<file path="config.mk">
export PLATFORM = sky130hd
export DESIGN_NAME = dds_waveform_generator
export DESIGN_NICKNAME = d
export VERILOG_FILES = /design/src/sv/dds_pkg.sv /design/src/sv/dds_wave_rom.sv /design/src/sv/dds_out_fifo.sv /design/src/sv/dds_waveform_generator.sv
export SDC_FILE = /design/constraint.sdc
export NUM_CORES = 1
export LEC_CHECK = 0
export ABC_AREA = 1
export BUFFER_PORTS_ARGS = -buffer_cell sky130_fd_sc_hd__buf_2
export CAP_MARGIN = 10
export CORE_MARGIN = 1
export CORE_UTILIZATION = 53
export CTS_CLUSTER_DIAMETER = 30
export CTS_CLUSTER_SIZE = 25
export DETAILED_ROUTE_END_ITERATION = 10
export GPL_TIMING_DRIVEN = 0
export PLACE_DENSITY = 0.71
export SYNTH_ARGS = -nofsm -noshare
export SYNTH_HDL_FRONTEND = slang
export SYNTH_SLANG_ARGS = --single-unit
</file>
<file path="constraint.sdc">
create_clock -name clk -period 14.38 [get_ports clk]
set_clock_uncertainty 0.15 [all_clocks]
set_input_delay 2.157 -clock clk [delete_from_list [all_inputs] [get_ports clk]]
set_output_delay 2.157 -clock clk [all_outputs]
set_load 0.01 [all_outputs]
</file>
<file path="src/sv/dds_pkg.sv">
// shared constants, codes and wave table functions of the dds waveform generator
package dds_pkg;

  localparam int PHASE_BITS      = 32;
  localparam int TABLE_ADDR_BITS = 8;
  localparam int SAMPLE_BITS     = 8;
  localparam int FREQ_BITS       = 32;
  localparam int WAVE_BITS       = 2;
  localparam int POINT_BITS      = 8;

  localparam int DOWN_SHIFT = (TABLE_ADDR_BITS >= POINT_BITS) ? (TABLE_ADDR_BITS - POINT_BITS) : 0;
  localparam int UP_SHIFT   = (TABLE_ADDR_BITS < POINT_BITS) ? (POINT_BITS - TABLE_ADDR_BITS) : 0;

  localparam int CFG_INDEX_BITS = 8;
  localparam int CFG_DATA_BITS  = 32;

  localparam int FIFO_DEPTH    = 4;
  localparam int FIFO_PTR_BITS = $clog2(FIFO_DEPTH);
  localparam int FIFO_CNT_BITS = $clog2(FIFO_DEPTH + 1);

  typedef logic [PHASE_BITS-1:0]      phase_t;
  typedef logic [TABLE_ADDR_BITS-1:0] taddr_t;
  typedef logic [POINT_BITS-1:0]      point_t;
  typedef logic [SAMPLE_BITS-1:0]     sample_t;
  typedef logic [WAVE_BITS-1:0]       wave_t;
  typedef logic [FREQ_BITS-1:0]       freq_t;
  typedef logic [CFG_INDEX_BITS-1:0]  cfg_index_t;
  typedef logic [FIFO_CNT_BITS-1:0]   fifo_cnt_t;

  // register indexes
  localparam cfg_index_t REG_FREQUENCY_WORD = CFG_INDEX_BITS'(0);
  localparam cfg_index_t REG_WAVEFORM       = CFG_INDEX_BITS'(1);

  // waveform codes
  localparam wave_t WAVE_SQUARE   = 2'd0;
  localparam wave_t WAVE_SINE     = 2'd1;
  localparam wave_t WAVE_TRIANGLE = 2'd2;
  localparam wave_t WAVE_RAMP     = 2'd3;

  localparam freq_t  FREQ_RESET = FREQ_BITS'(1050000);
  localparam wave_t  WAVE_RESET = WAVE_SINE;

  // map a table address onto the 8-bit point index
  function automatic point_t point_index(input taddr_t addr);
    logic [TABLE_ADDR_BITS+POINT_BITS-1:0] w;
    begin
      w = ((TABLE_ADDR_BITS+POINT_BITS)'(addr) >> DOWN_SHIFT) << UP_SHIFT;
      return w[POINT_BITS-1:0];
    end
  endfunction

  // floor(127*sin(pi*k/128)) for k = 0..64
  function automatic logic [6:0] quarter_sine(input logic [6:0] k);
    logic [6:0] v;
    begin
      unique case (k)
        7'd0:  v = 7'd0;   7'd1:  v = 7'd3;   7'd2:  v = 7'd6;   7'd3:  v = 7'd9;
        7'd4:  v = 7'd12;  7'd5:  v = 7'd15;  7'd6:  v = 7'd18;  7'd7:  v = 7'd21;
        7'd8:  v = 7'd24;  7'd9:  v = 7'd27;  7'd10: v = 7'd30;  7'd11: v = 7'd33;
        7'd12: v = 7'd36;  7'd13: v = 7'd39;  7'd14: v = 7'd42;  7'd15: v = 7'd45;
        7'd16: v = 7'd48;  7'd17: v = 7'd51;  7'd18: v = 7'd54;  7'd19: v = 7'd57;
        7'd20: v = 7'd59;  7'd21: v = 7'd62;  7'd22: v = 7'd65;  7'd23: v = 7'd67;
        7'd24: v = 7'd70;  7'd25: v = 7'd73;  7'd26: v = 7'd75;  7'd27: v = 7'd78;
        7'd28: v = 7'd80;  7'd29: v = 7'd82;  7'd30: v = 7'd85;  7'd31: v = 7'd87;
        7'd32: v = 7'd89;  7'd33: v = 7'd91;  7'd34: v = 7'd94;  7'd35: v = 7'd96;
        7'd36: v = 7'd98;  7'd37: v = 7'd100; 7'd38: v = 7'd102; 7'd39: v = 7'd103;
        7'd40: v = 7'd105; 7'd41: v = 7'd107; 7'd42: v = 7'd108; 7'd43: v = 7'd110;
        7'd44: v = 7'd112; 7'd45: v = 7'd113; 7'd46: v = 7'd114; 7'd47: v = 7'd116;
        7'd48: v = 7'd117; 7'd49: v = 7'd118; 7'd50: v = 7'd119; 7'd51: v = 7'd120;
        7'd52: v = 7'd121; 7'd53: v = 7'd122; 7'd54: v = 7'd123; 7'd55: v = 7'd123;
        7'd56: v = 7'd124; 7'd57: v = 7'd125; 7'd58: v = 7'd125; 7'd59: v = 7'd126;
        7'd60: v = 7'd126; 7'd61: v = 7'd126; 7'd62: v = 7'd126; 7'd63: v = 7'd126;
        7'd64: v = 7'd127;
        default: v = 7'd0;
      endcase
      return v;
    end
  endfunction

  // sine point from the quarter-wave table, floor of 127*sin + 127
  function automatic sample_t sine_point(input point_t j);
    point_t k;
    begin
      if (j <= 8'd64) begin
        return 8'd127 + {1'b0, quarter_sine(j[6:0])};
      end else if (j <= 8'd128) begin
        return 8'd127 + {1'b0, quarter_sine(7'(8'd128 - j))};
      end else begin
        k = (j <= 8'd192) ? (j - 8'd128) : (8'd0 - j);
        if (k == 8'd64) begin
          return 8'd0;
        end else begin
          return 8'd126 - {1'b0, quarter_sine(k[6:0])};
        end
      end
    end
  endfunction

  function automatic sample_t wave_point(input wave_t wave, input point_t j);
    logic [8:0] tri_down;
    begin
      tri_down = 9'd511 - {j, 1'b0};
      unique case (wave)
        WAVE_SQUARE:   return j[7] ? 8'd255 : 8'd0;
        WAVE_SINE:     return sine_point(j);
        WAVE_TRIANGLE: return j[7] ? tri_down[7:0] : {j[6:0], 1'b0};
        WAVE_RAMP:     return j;
        default:       return j;
      endcase
    end
  endfunction

endpackage

</file>
<file path="src/sv/dds_wave_rom.sv">
// synchronous wave table rom, one read per cycle, registered data
module dds_wave_rom (
  input  logic              clk,
  input  logic              rd_en,
  input  dds_pkg::wave_t    rd_wave,
  input  dds_pkg::taddr_t   rd_addr,
  output dds_pkg::sample_t  rd_data
);

  dds_pkg::sample_t rd_data_r;

  always_ff @(posedge clk) begin
    if (rd_en) begin
      rd_data_r <= dds_pkg::wave_point(rd_wave, dds_pkg::point_index(rd_addr));
    end
  end

  assign rd_data = rd_data_r;

endmodule

</file>
<file path="src/sv/dds_out_fifo.sv">
// small result fifo that decouples the rom read from the output stall
module dds_out_fifo (
  input  logic                clk,
  input  logic                rst_n,
  input  logic                push,
  input  dds_pkg::sample_t    push_data,
  output logic                pop_valid,
  input  logic                pop_stall,
  output dds_pkg::sample_t    pop_data,
  output dds_pkg::fifo_cnt_t  count
);

  dds_pkg::sample_t mem_r [dds_pkg::FIFO_DEPTH];
  logic [dds_pkg::FIFO_PTR_BITS-1:0] wr_ptr_r, wr_ptr_nxt;
  logic [dds_pkg::FIFO_PTR_BITS-1:0] rd_ptr_r, rd_ptr_nxt;
  dds_pkg::fifo_cnt_t cnt_r, cnt_nxt;
  logic pop;

  assign pop = pop_valid & ~pop_stall;

  always_comb begin
    wr_ptr_nxt = push ? wr_ptr_r + 1'b1 : wr_ptr_r;
    rd_ptr_nxt = pop ? rd_ptr_r + 1'b1 : rd_ptr_r;
    cnt_nxt    = cnt_r + dds_pkg::FIFO_CNT_BITS'(push) - dds_pkg::FIFO_CNT_BITS'(pop);
  end

  always_ff @(posedge clk) begin
    if (!rst_n) begin
      wr_ptr_r <= '0;
      rd_ptr_r <= '0;
      cnt_r    <= '0;
    end else begin
      wr_ptr_r <= wr_ptr_nxt;
      rd_ptr_r <= rd_ptr_nxt;
      cnt_r    <= cnt_nxt;
    end
  end

  always_ff @(posedge clk) begin
    if (push) begin
      mem_r[wr_ptr_r] <= push_data;
    end
  end

  assign pop_valid = (cnt_r != '0);
  assign pop_data  = mem_r[rd_ptr_r];
  assign count     = cnt_r;

endmodule

</file>
<file path="src/sv/dds_waveform_generator.sv">
// top level of the dds waveform generator: phase accumulator, wave rom and result fifo
//
// direct digital synthesizer. every accepted item with in_advance set adds the
// frequency word to a 32-bit phase accumulator that wraps; with in_advance clear
// the phase holds. the top 8 bits of the new phase, together with the waveform
// register, address a synchronous wave table rom (square, sine, triangle, ramp)
// and the entry read comes out as out_sample, one result per item, in order.
// throughput is one item per cycle while in_stall is low: the accumulator add and
// the rom read are registered at the accepting edge, then the rom output register
// writes the result into the fifo and out_valid rises. results pass through a
// four-entry fifo; in_stall rises only when that fifo and the rom output together
// hold four results, so a stalled output side stops the input after the fifo fills.
// configuration: index 0 is the frequency word (32 bits, reset 1050000), index 1
// the waveform (2 bits: 0 square, 1 sine, 2 triangle, 3 ramp; reset sine).
// writes to other indexes are ignored; cfg_ready is always high. registers are
// meant to be written while no items are in flight.
module dds_waveform_generator (
  input  logic                       clk,
  input  logic                       rst_n,
  // item input
  input  logic                       in_valid,
  output logic                       in_stall,
  input  logic                       in_advance,
  // result output
  output logic                       out_valid,
  input  logic                       out_stall,
  output logic [7:0]                 out_sample,
  // configuration writes
  input  logic                       cfg_valid,
  output logic                       cfg_ready,
  input  dds_pkg::cfg_index_t        cfg_index,
  input  logic [dds_pkg::CFG_DATA_BITS-1:0] cfg_data
);

  // configuration registers
  dds_pkg::freq_t  freq_r;
  dds_pkg::wave_t  wave_r;

  // accumulator state
  dds_pkg::phase_t phase_r, phase_nxt;

  // rom read in flight
  logic              rd_valid_r;
  dds_pkg::sample_t  rd_data;
  dds_pkg::fifo_cnt_t fifo_cnt;
  logic [dds_pkg::FIFO_CNT_BITS:0] in_flight;
  logic              accept;
  logic              cfg_we;

  assign cfg_ready = 1'b1;
  assign cfg_we    = cfg_valid & cfg_ready;

  always_ff @(posedge clk) begin
    if (!rst_n) begin
      freq_r <= dds_pkg::FREQ_RESET;
      wave_r <= dds_pkg::WAVE_RESET;
    end else if (cfg_we) begin
      if (cfg_index == dds_pkg::REG_FREQUENCY_WORD) begin
        freq_r <= cfg_data[dds_pkg::FREQ_BITS-1:0];
      end else if (cfg_index == dds_pkg::REG_WAVEFORM) begin
        wave_r <= cfg_data[dds_pkg::WAVE_BITS-1:0];
      end
    end
  end

  // results already committed: any in the rom register plus those in the fifo
  assign in_flight = (dds_pkg::FIFO_CNT_BITS+1)'(fifo_cnt)
                   + (dds_pkg::FIFO_CNT_BITS+1)'(rd_valid_r);
  assign in_stall  = (in_flight >= (dds_pkg::FIFO_CNT_BITS+1)'(dds_pkg::FIFO_DEPTH));
  assign accept    = in_valid & ~in_stall;

  // accumulate, wrapping at the phase width
  always_comb begin
    phase_nxt = phase_r;
    if (accept && in_advance) begin
      phase_nxt = phase_r + dds_pkg::PHASE_BITS'(freq_r);
    end
  end

  always_ff @(posedge clk) begin
    if (!rst_n) begin
      phase_r    <= '0;
      rd_valid_r <= 1'b0;
    end else begin
      phase_r    <= phase_nxt;
      rd_valid_r <= accept;
    end
  end

  // table lookup on the top bits of the new phase
  dds_wave_rom u_rom (
    .clk     (clk),
    .rd_en   (accept),
    .rd_wave (wave_r),
    .rd_addr (phase_nxt[dds_pkg::PHASE_BITS-1 -: dds_pkg::TABLE_ADDR_BITS]),
    .rd_data (rd_data)
  );

  dds_out_fifo u_fifo (
    .clk       (clk),
    .rst_n     (rst_n),
    .push      (rd_valid_r),
    .push_data (rd_data),
    .pop_valid (out_valid),
    .pop_stall (out_stall),
    .pop_data  (out_sample),
    .count     (fifo_cnt)
  );

`ifndef ASSERT_OFF
  // the phase moves only on an accepted item
  a_phase_hold: assert property (@(posedge clk) disable iff (!rst_n)
    !accept |=> $stable(phase_r))
    else $error("phase changed without an accepted item");

  // committed results never exceed the fifo depth
  a_no_overrun: assert property (@(posedge clk) disable iff (!rst_n)
    in_flight <= (dds_pkg::FIFO_CNT_BITS+1)'(dds_pkg::FIFO_DEPTH))
    else $error("result fifo overrun");

  // a rom read is pending in the cycle after an accepted item
  a_rd_follows: assert property (@(posedge clk) disable iff (!rst_n)
    accept |=> rd_valid_r)
    else $error("rom read lost");

  // an accepted advance without a register write steps the phase by the frequency word
  a_phase_step: assert property (@(posedge clk) disable iff (!rst_n)
    accept && in_advance && !cfg_we |=>
      (phase_r == $past(phase_r) + dds_pkg::PHASE_BITS'($past(freq_r))))
    else $error("phase step wrong");
`endif

endmodule

</file>
==> Flow_metrics.wiki <==
{| class="wikitable"
! Metric !! Value
|-
| Final-stage net count || ~1600
|-
| Post-place setup slack || 7.73 ns
|-
| Number of fill cells || 1663
|-
| Drc violations || 0
|-
| Die area || 18400 sq um
|-
| Fmax || 161 MHz
|-
| Total half-perimeter wirelength after legalization and detailed placement || around 19000 microns
|-
| EDFF count, synth || 40
|-
| Fraction of power consumed by combinational cells || 46.1%
|-
| Number of antenna violations at the first check in global routing || 0
|-
| Crit start category || input pin
|-
| Number of max-slew violations in the final report || 0
|-
| Required time of the worst setup path || 14.39 ns
|-
| Final weighted congestion in routability-driven placement || a little under 1
|-
| Post-layout minimum cycle time || 6.23 ns
|-
| Maximum single-stage delay on the critical path || 0.61 ns
|-
| Buffers & Inverters on Critical Path || 6
|-
| Hold/Removal Path Class || reg2reg
|-
| Area of all sequential standard cells || 2720 sq um
|-
| Mapped cell area || approximately 9500 sq um
|-
| Highest net fanout along the worst path || 16
|-
| Net count after synthesis || 1528
|-
| Routed WL || 24600 microns
|-
| Kind of cell with the highest combined delay on the critical path || simple AND/OR/NAND/NOR gates
|-
| Yosys reg bits || 116
|-
| Hold Vio Cnt, Final || 0
|-
| Initial DRT Pass Iterations || 5
|-
| Count of buffers added by post-CTS timing repair for setup || 0
|-
| Flip-flop cell with the highest count after synthesis || sky130_fd_sc_hd__dfxtp_1
|-
| Area occupied by multi-input gates || 5830 sq um
|-
| CP max-delay cell || sky130_fd_sc_hd__ha_1
|-
| Max Buffers Root-to-Sink || 2
|-
| Core region area || 17400 sq um
|-
| Cell-internal power || 888 uW
|-
| Layout Area Growth over Synthesis || 12.0%
|-
| Part of the cycle the worst path needs || 43.3%
|-
| Proportion of layout cells with a drive suffix above 1 || 13.2%
|-
| First-pass GRT wire length || 40900 microns
|-
| Register clock-pin slew on the reported worst setup and hold paths || 0.06 ns
|-
| Pin count of the biggest net entering global routing || 17
|-
| Port Buf Inserts || between 50 and 60
|-
| Setup repair after global routing missed its margin || false
|-
| Setup violations, final || 0
|-
| Run status || finished, final reports clean
|-
| Yosys warns || 0
|-
| Top cell by count, worst path || sky130_fd_sc_hd__nand2_1
|-
| Remaining Overflow, GRT || 0
|-
| Number of distinct standard cells referenced by the synthesized netlist || 56
|-
| Number of clock sinks seen by CTS || 116
|-
| Horizontal die dimension || approximately 140 microns
|-
| Share of total power in sequential cells || a little over a quarter
|-
| Switching Power || 653 uW
|-
| Relative max-transition margin || 59.8%
|-
| Post-CTS Hold Fix Bufs || 0
|-
| Leakage power of the design || 5.23 nW
|-
| Data arrival time of the critical path || approximately 6.2 ns
|-
| IR Drop Worst-Case VDD || 0.000105 V
|-
| Crit end category || register
|-
| I/O pin total || 57
|-
| Final antenna diode count || 0
|-
| H-tree depth reported by CTS || 4
|-
| Tot Pwr || 1.54 mW
|-
| Chip Height || 136 microns
|-
| Crit Path Class || in2reg
|-
| Worst hold margin || around 0.31 ns
|-
| Number of antenna-violating nets in the routed design || 0
|-
| Setup ws final || 8.15 ns
|-
| Std-Cell Rows || 48
|-
| Count of routing violations after the opening detailed-route iteration || between 800 and 900
|-
| MaxCap Viol Count || 0
|-
| Async set or reset register ratio after synthesis || 0%
|-
| Vias post-DR || 9364
|-
| CTS tree || built
|-
| Initial cell density of the core || between 50% and 60%
|-
| Syn Area/Cell || ~6.7 sq um
|-
| Sequential cell area fraction in the yosys report || between 20% and 30%
|-
| Clock Power Share || 26.6%
|-
| Gate count of the mapped netlist || 1422
|-
| Areal power density over the cells || 145 nW/um^2
|-
| Final Cell Area || between 10000 and 15000 sq um
|-
| Setup TNS || 0 ns
|-
| Cell area reported after detailed placement || 10000 sq um
|-
| Number of global-route vias before repair || about 8500
|-
| Number of buffers created by CTS || 17
|-
| Insertion delay to the later sink of the worst-skew pair || 0.42 ns
|-
| All-layer global routing usage || 28.1%
|-
| Clock Root Buffer || sky130_fd_sc_hd__clkbuf_16
|-
| Tightest Pin Transition || 0.603 ns
|-
| Drt via density || 5.40
|-
| Number of cells upsized or downsized after cts || 0
|-
| Switching share of total power || between 40% and 50%
|-
| Average wire length per cell after detail routing || roughly 14 microns
|}
## routing by layer
metal / track usage (%) / share of wire (%)
met5: 0 / 0
met4: 8.24 / 1.3
met3: 4.26 / 6.4
met2: 44.4 / 44
met1: 39.2 / 48
## synthesized netlist by cell type (4+ instances only)
| master | instances | share of area (%) |
|---|---|---|
| sky130_fd_sc_hd__nand2_1 | 386 | 15 |
| sky130_fd_sc_hd__nor2_1 | 165 | 6.5 |
| sky130_fd_sc_hd__inv_1 | 162 | 6.4 |
| sky130_fd_sc_hd__nand3_1 | 119 | 6.3 |
| sky130_fd_sc_hd__o21ai_0 | 104 | 5.5 |
| sky130_fd_sc_hd__dfxtp_1 | 76 | 16 |
| sky130_fd_sc_hd__ha_1 | 58 | 7.7 |
| sky130_fd_sc_hd__a21oi_1 | 54 | 2.9 |
| sky130_fd_sc_hd__edfxtp_1 | 40 | 13 |
| sky130_fd_sc_hd__clkbuf_1 | 23 | 0.91 |
| sky130_fd_sc_hd__nand2_2 | 18 | 1.2 |
| sky130_fd_sc_hd__xor2_1 | 15 | 1.4 |
| sky130_fd_sc_hd__nand2_4 | 13 | 1.5 |
| sky130_fd_sc_hd__xnor2_1 | 13 | 1.2 |
| sky130_fd_sc_hd__nand4_1 | 12 | 0.79 |
| sky130_fd_sc_hd__o21bai_1 | 12 | 0.95 |
| sky130_fd_sc_hd__nand3_2 | 11 | 1.2 |
| sky130_fd_sc_hd__nor2_2 | 11 | 0.73 |
| sky130_fd_sc_hd__o21ai_1 | 11 | 0.58 |
| sky130_fd_sc_hd__o22ai_1 | 10 | 0.66 |
| sky130_fd_sc_hd__buf_2 | 8 | 0.42 |
| sky130_fd_sc_hd__buf_6 | 8 | 0.95 |
| sky130_fd_sc_hd__inv_2 | 8 | 0.32 |
| sky130_fd_sc_hd__a31oi_1 | 7 | 0.46 |
| sky130_fd_sc_hd__o211ai_1 | 7 | 0.56 |
| sky130_fd_sc_hd__o21a_1 | 6 | 0.48 |
| sky130_fd_sc_hd__o21ai_2 | 6 | 0.56 |
| sky130_fd_sc_hd__or2_2 | 6 | 0.40 |
| sky130_fd_sc_hd__nor2_4 | 5 | 0.59 |
| sky130_fd_sc_hd__a21oi_2 | 4 | 0.37 |
| sky130_fd_sc_hd__nand3_4 | 4 | 0.74 |
## final cells by class
class                      instances  area share, %
sequential                       116           25.7
inverter                         174           6.19
multi-input combinational       1087           55.0
clock inverter                    15           1.42
clock buffer                      17           4.01
timing repair buffer              55           2.60
tap                              225           2.66
buffer                            45           2.43
## power groups by stage
stage	Sequential [mW]	Combinational, mW	Clock [mW]
floorplan	0.419	0.547	0
global placement	0.426	0.692	0
detailed placement	0.428	0.699	0
CTS	0.421	0.704	0.414
global route	0.426	0.798	0.430
finish	0.421	0.710	0.410
## tightest hold or removal path, cell delays in order, from the launching register on
cell and delay (ns):
sky130_fd_sc_hd__dfxtp_1 0.30, sky130_fd_sc_hd__inv_1 0.06, sky130_fd_sc_hd__a21oi_1 0.06
## layout by cell type, fill, tap and decap left out, types with 15 or more instances in the layout
cell	instances
sky130_fd_sc_hd__edfxtp_1	40
sky130_fd_sc_hd__nor2_1	165
sky130_fd_sc_hd__nand2_2	18
sky130_fd_sc_hd__xor2_1	15
sky130_fd_sc_hd__clkbuf_1	23
sky130_fd_sc_hd__inv_1	162
sky130_fd_sc_hd__o21ai_0	104
sky130_fd_sc_hd__a21oi_1	54
sky130_fd_sc_hd__buf_2	63
sky130_fd_sc_hd__ha_1	58
sky130_fd_sc_hd__nand3_1	119
sky130_fd_sc_hd__clkbuf_16	17
sky130_fd_sc_hd__dfxtp_1	76
sky130_fd_sc_hd__nand2_1	386
## worst paths after layout
kind / start / end / slack (ns) / cells after the start
max: in_valid / u_rom.rd_data[4] / 8.15 / 29
min: u_fifo.rd_ptr_r[1] / u_fifo.rd_ptr_r[1] / 0.31 / 2
max reg2reg: freq_r[0] / u_rom.rd_data[4] / 8.58 / 34
min reg2reg: u_fifo.rd_ptr_r[1] / u_fifo.rd_ptr_r[1] / 0.31 / 2
## flip-flops by register name, summed over array words and instances (netlist names), named ones only
| name | cells |
|---|---|
| freq_r | 32 |
| phase_r | 32 |
| u_fifo.mem_r | 32 |
| u_rom.rd_data | 8 |
| u_fifo.count | 3 |
| u_fifo.rd_ptr_r | 2 |
| u_fifo.wr_ptr_r | 2 |
| wave_r | 2 |
| rd_valid_r | 1 |
## cell families after synthesis
family / synth area share, %
compound gates: 13.9
other cells: 0.0396
flops: 28.8
xor+xnor: 2.93
simple gates: 36.6
buf+inv: 9.65
fa+ha+maj: 8.09
## per-stage QoR
stage,utilization [%],std cells
floorplan,-,1422
global placement,57.7,1702
detailed placement,57.7,1702
CTS,61.1,1734
global route,61.1,1734
finish,61.1,1734
No activity file was read; power rests on OpenSTA's default activity.
